[config.mk]
export PLATFORM = sky130hd
export DESIGN_NAME = reload_timer_register_block_core
export DESIGN_NICKNAME = d
export VERILOG_FILES = /design/src/hdl/rtrb_pkg.sv /design/src/hdl/rtrb_regfile.sv /design/src/hdl/reload_timer_register_block_core.sv
export VERILOG_INCLUDE_DIRS = /design/src /design/src/hdl
export SDC_FILE = /design/constraint.sdc
export NUM_CORES = 1
export LEC_CHECK = 0
export BUFFER_PORTS_ARGS = -buffer_cell sky130_fd_sc_hd__buf_4
export CELL_PAD_IN_SITES_DETAIL_PLACEMENT = 1
export CELL_PAD_IN_SITES_GLOBAL_PLACEMENT = 2
export CORE_MARGIN = 2
export CORE_UTILIZATION = 46
export CTS_CLUSTER_DIAMETER = 120
export DETAILED_ROUTE_END_ITERATION = 7
export PLACE_DENSITY = 0.9
export SYNTH_ARGS = -nofsm -noshare
export SYNTH_HDL_FRONTEND = slang
export SYNTH_HIERARCHICAL = 1
export SYNTH_SLANG_ARGS = --single-unit
[constraint.sdc]
create_clock -name clock -period 4.78 [get_ports clock]
set_input_delay 0.239 -clock clock [delete_from_list [all_inputs] [get_ports clock]]
set_output_delay 0.239 -clock clock [all_outputs]
set_load 0.02 [all_outputs]
[src/hdl/reload_timer_register_block_core_macros.svh]
// ----------------------------------------------------------------------------
// reload timer register block assertion macros
// shared concurrent assertion forms, clocked on clock and disabled in reset
// ----------------------------------------------------------------------------
`ifndef RELOAD_TIMER_REGISTER_BLOCK_CORE_MACROS_SVH
`define RELOAD_TIMER_REGISTER_BLOCK_CORE_MACROS_SVH

// consequence holds in the same cycle as the antecedent
`define RTRB_ASSERT_NOW(label, ante, cons, msg) \
   label: assert property (@(posedge clock) disable iff (reset) (ante) |-> (cons)) \
      else $error(msg);

// consequence holds in the cycle after the antecedent
`define RTRB_ASSERT_NEXT(label, ante, cons, msg) \
   label: assert property (@(posedge clock) disable iff (reset) (ante) |=> (cons)) \
      else $error(msg);

`endif

[src/hdl/rtrb_pkg.sv]
// ----------------------------------------------------------------------------
// rtrb_pkg
// types and fixed constants of the reload timer register block
// ----------------------------------------------------------------------------
`timescale 1ns / 1ps

package rtrb_pkg;

   localparam int unsigned IDX_W  = 5;
   localparam int unsigned DATA_W = 32;

   localparam logic [1:0] KIND_WRITE = 2'd0;
   localparam logic [1:0] KIND_READ  = 2'd1;
   localparam logic [1:0] KIND_TICK  = 2'd2;

   localparam logic [IDX_W-1:0] IDX_CONTROL       = 5'd2;
   localparam logic [IDX_W-1:0] IDX_COUNT_BUFFER  = 5'd15;
   localparam logic [IDX_W-1:0] IDX_COUNT_OBSERVE = 5'd16;

   localparam int unsigned CTRL_AUTO_RELOAD_BIT   = 22;
   localparam int unsigned CTRL_MANUAL_UPDATE_BIT = 21;
   localparam int unsigned CTRL_START_BIT         = 20;

   typedef struct packed {
      logic [1:0]        kind;
      logic [IDX_W-1:0]  reg_index;
      logic [DATA_W-1:0] write_data;
   } req_type;

   typedef struct packed {
      logic [DATA_W-1:0] read_data;
      logic              irq_raise;
   } rsp_type;

   // one register file access, read and write share the address
   typedef struct packed {
      logic              wr_en;
      logic              rd_en;
      logic [IDX_W-1:0]  addr;
      logic [DATA_W-1:0] wdata;
   } rf_access_type;

endpackage

[src/hdl/rtrb_regfile.sv]
// ----------------------------------------------------------------------------
// rtrb_regfile
// register word memory with registered read and per-entry valid bits
// ----------------------------------------------------------------------------
`timescale 1ns / 1ps

module rtrb_regfile #(
   parameter int unsigned REG_COUNT = 17
) (
   input  logic                             clock,
   input  logic                             reset,
   input  rtrb_pkg::rf_access_type          access,
   output logic [rtrb_pkg::DATA_W-1:0]      rd_data
);

   logic [rtrb_pkg::DATA_W-1:0] mem [REG_COUNT];
   logic [REG_COUNT-1:0]        vld_ff;
   logic [rtrb_pkg::DATA_W-1:0] rd_q_ff;
   logic                        rd_vld_ff;

   // entries never written since reset read as zero
   always_ff @(posedge clock) begin
      if (reset) begin
         vld_ff <= '0;
      end else if (access.wr_en) begin
         vld_ff[access.addr] <= 1'b1;
      end
   end

   always_ff @(posedge clock) begin
      if (access.wr_en) begin
         mem[access.addr] <= access.wdata;
      end
   end

   always_ff @(posedge clock) begin
      if (access.rd_en) begin
         rd_q_ff   <= mem[access.addr];
         rd_vld_ff <= vld_ff[access.addr];
      end
   end

   assign rd_data = rd_vld_ff ? rd_q_ff : '0;

endmodule

[src/hdl/reload_timer_register_block_core.sv]
// One transaction is accepted per clock cycle with no gaps while the request side does not
// stall: bus writes, bus reads and timer ticks may follow each other back to back. Each
// result is registered in the request stage, memory reads in the registered read of the
// register word memory, and then in the output register; while one result waits under
// stall the request stage still takes one more request, and only then does the request
// side stall. The register words sit in a synchronous
// memory whose entries carry valid bits cleared by reset, so the block is usable in the
// first cycle after reset with no clearing pass. Counter, reload value, count buffer and
// auto-reload flag live in flops and update in the cycle the transaction is accepted.
// ----------------------------------------------------------------------------
// reload_timer_register_block_core
// timer register block with an auto-reload down counter
// ----------------------------------------------------------------------------
`timescale 1ns / 1ps
`include "reload_timer_register_block_core_macros.svh"

module reload_timer_register_block_core #(
   parameter int unsigned REG_COUNT = 17
) (
   input  logic              clock,
   input  logic              reset,
   input  logic              req_valid,
   output logic              req_stall,
   input  rtrb_pkg::req_type req_data,
   output logic              rsp_valid,
   input  logic              rsp_stall,
   output rtrb_pkg::rsp_type rsp_data
);

   localparam int unsigned DW = rtrb_pkg::DATA_W;
   localparam int unsigned IW = rtrb_pkg::IDX_W;

   logic                    req_acc;
   logic                    s1_adv;
   logic                    in_range;
   logic                    is_write;
   logic                    is_read;
   logic                    is_tick;
   rtrb_pkg::rf_access_type rf_access;
   logic [DW-1:0]           rf_rd_data;

   logic [DW-1:0] reload_ff, reload_in;
   logic [DW-1:0] count_ff, count_in;
   logic [DW-1:0] cbuf_ff, cbuf_in;
   logic          running_ff, running_in;
   logic          auto_ff, auto_in;

   logic          s1_valid_ff, s1_valid_in;
   logic          s1_use_mem_ff, s1_use_mem_in;
   logic [DW-1:0] s1_data_ff, s1_data_in;
   logic          s1_irq_ff, s1_irq_in;

   logic              out_valid_ff, out_valid_in;
   rtrb_pkg::rsp_type out_data_ff, out_data_in;

   assign s1_adv    = !out_valid_ff || !rsp_stall;
   assign req_stall = s1_valid_ff && !s1_adv;
   assign req_acc   = req_valid && !req_stall;

   assign in_range = {1'b0, req_data.reg_index} < (IW + 1)'(REG_COUNT);
   assign is_write = req_acc && (req_data.kind == rtrb_pkg::KIND_WRITE);
   assign is_read  = req_acc && (req_data.kind == rtrb_pkg::KIND_READ);
   assign is_tick  = req_acc && (req_data.kind == rtrb_pkg::KIND_TICK);

   always_comb begin
      rf_access.wr_en = is_write && in_range;
      rf_access.rd_en = is_read && in_range;
      rf_access.addr  = req_data.reg_index;
      rf_access.wdata = req_data.write_data;
   end

   rtrb_regfile #(
      .REG_COUNT (REG_COUNT)
   ) u_regfile (
      .clock   (clock),
      .reset   (reset),
      .access  (rf_access),
      .rd_data (rf_rd_data)
   );

   // timer state update
   always_comb begin
      reload_in  = reload_ff;
      count_in   = count_ff;
      cbuf_in    = cbuf_ff;
      running_in = running_ff;
      auto_in    = auto_ff;
      s1_irq_in  = 1'b0;
      if (is_write && in_range) begin
         if (req_data.reg_index == rtrb_pkg::IDX_COUNT_BUFFER) begin
            cbuf_in = req_data.write_data;
         end
         if (req_data.reg_index == rtrb_pkg::IDX_CONTROL) begin
            auto_in = req_data.write_data[rtrb_pkg::CTRL_AUTO_RELOAD_BIT];
            if (req_data.write_data[rtrb_pkg::CTRL_MANUAL_UPDATE_BIT]) begin
               reload_in = cbuf_ff;
            end else if (req_data.write_data[rtrb_pkg::CTRL_START_BIT]) begin
               cbuf_in    = reload_ff;
               count_in   = reload_ff;
               running_in = 1'b1;
            end
         end
      end else if (is_tick && running_ff) begin
         if (count_ff <= DW'(1)) begin
            s1_irq_in = 1'b1;
            if (auto_ff) begin
               cbuf_in  = reload_ff;
               count_in = reload_ff;
            end else begin
               count_in   = '0;
               running_in = 1'b0;
            end
         end else begin
            count_in = count_ff - DW'(1);
         end
      end
   end

   // read source selection, memory data comes from the registered memory read
   always_comb begin
      s1_use_mem_in = 1'b0;
      s1_data_in    = '0;
      if (is_read) begin
         priority if (req_data.reg_index == rtrb_pkg::IDX_COUNT_OBSERVE) begin
            s1_data_in = count_ff;
         end else if (req_data.reg_index == rtrb_pkg::IDX_COUNT_BUFFER) begin
            s1_data_in = cbuf_ff;
         end else if (in_range) begin
            s1_use_mem_in = 1'b1;
         end else begin
            s1_data_in = '0;
         end
      end
   end

   always_comb begin
      s1_valid_in = s1_valid_ff;
      if (req_acc) begin
         s1_valid_in = 1'b1;
      end else if (s1_adv) begin
         s1_valid_in = 1'b0;
      end
      out_valid_in = out_valid_ff;
      out_data_in  = out_data_ff;
      if (s1_adv) begin
         out_valid_in          = s1_valid_ff;
         out_data_in.read_data = s1_use_mem_ff ? rf_rd_data : s1_data_ff;
         out_data_in.irq_raise = s1_irq_ff;
      end
   end

   always_ff @(posedge clock) begin
      if (reset) begin
         reload_ff    <= '0;
         count_ff     <= '0;
         cbuf_ff      <= '0;
         running_ff   <= 1'b0;
         auto_ff      <= 1'b0;
         s1_valid_ff  <= 1'b0;
         out_valid_ff <= 1'b0;
      end else begin
         reload_ff    <= reload_in;
         count_ff     <= count_in;
         cbuf_ff      <= cbuf_in;
         running_ff   <= running_in;
         auto_ff      <= auto_in;
         s1_valid_ff  <= s1_valid_in;
         out_valid_ff <= out_valid_in;
      end
   end

   always_ff @(posedge clock) begin
      if (req_acc) begin
         s1_use_mem_ff <= s1_use_mem_in;
         s1_data_ff    <= s1_data_in;
         s1_irq_ff     <= s1_irq_in;
      end
      out_data_ff <= out_data_in;
   end

   assign rsp_valid = out_valid_ff;
   assign rsp_data  = out_data_ff;

   `RTRB_ASSERT_NOW(a_stall_only_when_full, req_stall, s1_valid_ff && out_valid_ff,
      "request stalled with a free stage")
   `RTRB_ASSERT_NOW(a_stop_needs_tick, $fell(running_ff),
      $past(req_acc && (req_data.kind == rtrb_pkg::KIND_TICK)), "timer stopped without a tick")
   `RTRB_ASSERT_NEXT(a_tick_decrements, is_tick && running_ff && (count_ff > DW'(1)),
      count_ff == $past(count_ff) - DW'(1), "tick did not decrement the counter")
   `RTRB_ASSERT_NEXT(a_irq_only_on_tick, req_acc && (req_data.kind != rtrb_pkg::KIND_TICK),
      !s1_irq_ff, "interrupt raised by a non-tick transaction")

endmodule
==> results.sh <==
export IMPL_run_status="complete, no violations"
export IMPL_cts_buffers=78
export IMPL_grt_overflow=0
export IMPL_antenna_found_initial=0
export IMPL_finalCoreUtilization=0.534
export IMPL_wl_um=89800
export IMPL_rr_startpoint="rsp_valid$_SDFFE_PP0P_"
export IMPL_hold_class="input pin to flop"
export IMPL_via_per_inst=6.15
export IMPL_crit_chain="nand3_1, and2_2, buf_4, nand3b_1, buf_4, a21oi_4, buf_4"
export IMPL_vias=19200
export IMPL_crit_arrival_ns=3.49
export IMPL_cpMostUsedCell="buf_4"
export IMPL_cts_max_level=3
export IMPL_synth_top_area_cell="edfxtp_1"
export IMPL_n_antenna_cell=0
export IMPL_cts_tree="yes"
export IMPL_ys_top_cells_by_area="edfxtp_1, mux2i_1, dfxtp_1"
export IMPL_synth_edf_count=644
export IMPL_worst_pin_slew_ns=1.18
export IMPL_nNetsFinal=2239
export IMPL_clockBufferDepth=3
export IMPL_path_class="flop to flop"
export IMPL_clk_pin_slew_ns=0.06
export IMPL_cts_setup_buffers=0
export IMPL_p_leak_nw=12.4
export IMPL_layout_area_overhead_vs_synth_pct=14.5
export IMPL_slew_headroom=0.211
export IMPL_slowest_stage="a21oi_4"
export IMPL_fillers=6278
export IMPL_crit_start="rsp_valid$_SDFFE_PP0P_"
export IMPL_multiInputGateArea_um2=8340
export IMPL_synth_nets=2124
export IMPL_root_buffer="clkbuf_16"
export IMPL_grtUsageTotal=0.259
export IMPL_ys_flop_type="edfxtp_1"
export IMPL_dieArea_um2=68800
export IMPL_die_x_um=262
export IMPL_r2r_cells=7
export IMPL_min_period_ns=3.19
export IMPL_ir_drop_v=0.000377
export IMPL_ys_seq_area_frac=0.706
export IMPL_grt_pass1_vias=20500
export IMPL_synth_distinct_cells=80
export IMPL_rows=94
export IMPL_ys_warn_count=6
export IMPL_max_cap_violations=0
export IMPL_rsz0062_at_grt="false"
export IMPL_p_per_area_nw_per_um2=404
export IMPL_clock_skew_ns=0.0223
export IMPL_synthCells=2079
export IMPL_synth_top_area_frac=0.630
export IMPL_r2r_end="u_regfile/rd_q_ff[13]$_DFFE_PP_"
export IMPL_clk_latency_ns=0.63
export IMPL_finalCritPeriodShare=0.666
export IMPL_syn_avg_cell_area_um2=14.8
export IMPL_remaining_drc_errors=0
export IMPL_end_kind="flop"
export IMPL_startpoint_type="flop"
export IMPL_async_reset_ff_frac=0
export IMPL_hold_viol=0
export IMPL_layout_commonest_cell="edfxtp_1"
export IMPL_slew_violations=0
export IMPL_max_freq_mhz=314
export IMPL_total_power_mw=14.2
export IMPL_drt_initial_drc_count=1808
export IMPL_post_dp_hpwl_um=55400
export IMPL_wire_per_inst_um=28.8
export IMPL_setup_tns_ns=0
export IMPL_core_um2=65900
export IMPL_die_h_um=262
export IMPL_firstDrtPassIters=5
export IMPL_ios=78
export IMPL_drive_gt1_frac=0.149
export IMPL_seq_area_um2=21700
export IMPL_cp_required_ns=5.09
export IMPL_grt_max_degree=70
export IMPL_initial_core_util=0.466
export IMPL_clock_sinks=761
export IMPL_ant_nets=0
export IMPL_io_buffers=77
export IMPL_r2r_slack_ns=1.59
export IMPL_cp_slowest_stage_delay_ns=0.83
export IMPL_cp_endpoint="u_regfile/rd_q_ff[13]$_DFFE_PP_"
export IMPL_syn_cell_area_um2=30700
export IMPL_setup_violations=0
export IMPL_grt_pass1_wl_um=134000
export IMPL_gp_congestion=0.918
export IMPL_final_cell_mix="edfxtp_1, mux2i_1, nand2_1"
export IMPL_yosys_register_bits=761
export IMPL_cp_max_fo=35
## cell type report
| cell class | count | share of cell area |
|---|---|---|
| clock buffers | 99 | 0.0587 |
| multi-input cells | 1172 | 0.237 |
| clock inverters | 44 | 0.0146 |
| inverters | 15 | 0.00160 |
| repair buffers | 166 | 0.0404 |
| flip-flops and latches | 761 | 0.617 |
| well taps | 864 | 0.0308 |
## stage by stage
stage,area [µm²],worst slack [ns],instances,hold WS [ns]
floorplan,30700,0.896,2079,0.311
global placement,32300,1.29,2946,0.416
detailed placement,32300,1.16,2946,0.422
CTS,35200,1.55,3121,0.00628
global route,35200,1.45,3121,0.0279
finish,35200,1.59,3121,0.0404
## repair_timing
item | 4_1_cts | 5_1_grt
hold buffers | 32 | 0
resized for setup | 0 | 0
hold endpoints to repair | 470 | 0
setup endpoints to repair | 0 | 0
## how the worst min path moves through the flow
stage,startpoint,end,cells past startpoint
2_1_floorplan,reset,u_regfile/vld_ff[0]$_SDFFE_PP0P_,1
5_1_grt,req_data[21],u_regfile/mem[4][21]$_DFFE_PP_,1
4_1_cts,req_data[22],u_regfile/mem[10][22]$_DFFE_PP_,1
3_5_place_dp,s1_irq_ff$_SDFFCE_PP0P_,rsp_data[0]$_DFFE_PP_,0
3_3_place_gp,s1_irq_ff$_SDFFCE_PP0P_,rsp_data[0]$_DFFE_PP_,0
6_report,req_data[21],u_regfile/mem[13][21]$_DFFE_PP_,1
## where the power goes
| group | internal (mW) | leakage [nW] | total, mW | switching (mW) |
|---|---|---|---|---|
| Clock | 3.66 | 1.26 | 6.19 | 2.54 |
| Combinational | 0.234 | 4.30 | 0.717 | 0.483 |
| Sequential | 7.26 | 6.85 | 7.29 | 0.0333 |
## kinds of logic (layout without fill, tap and decap cells)
| group | count (synthesis) | count (layout) | synth area share |
|---|---|---|---|
| compound gates | 383 | 383 | 0.0878 |
| buf+inv | 146 | 324 | 0.0273 |
| fa+ha+maj | 2 | 2 | 0.000815 |
| mux | 294 | 294 | 0.0984 |
| flops | 761 | 761 | 0.706 |
| simple gates | 493 | 493 | 0.0794 |
## synthesized netlist by cell type (15+ instances only)
cell type / number
a21oi_1: 79
a22oi_1: 131
a31oi_1: 37
a32oi_1: 35
and2_1: 37
buf_2: 26
buf_4: 24
buf_6: 22
clkbuf_1: 50
dfxtp_1: 117
edfxtp_1: 644
inv_1: 15
mux2_2: 32
mux2i_1: 259
nand2_1: 191
nand3_1: 48
nor2_1: 118
o21ai_0: 36
## sequential cells by signal, indices dropped and copies added, names as in the netlist
signal and flops:
rsp_valid 1, u_regfile/mem 544, rsp_data 33, u_regfile/rd_q_ff 32, reload_ff 32, u_regfile/rd_vld_ff 1
s1_irq_ff 1, s1_use_mem_ff 1, cbuf_ff 32, running_ff 1, count_ff 32, u_regfile/vld_ff 17
s1_valid_ff 1, s1_data_ff 32, auto_ff 1
## routing by layer
layer  track usage  vias up  part of all wire
met3        0.0333      187             0.055
met4         0.115        0             0.043
met2         0.434      730              0.49
met1         0.337     9996              0.41
li1              -     8281                 -
met5             0        -                 0
## worst max-delay path, delay by kind of cell (launching register included)
kind / cells / cell delay, ns
flip-flops: 1 / 0.34
AO/OA/AOI/OAI: 1 / 0.83
AND/OR/NAND/NOR: 3 / 0.45
buffers and inverters: 3 / 1.18
No activity file was read; power rests on OpenSTA's default activity.
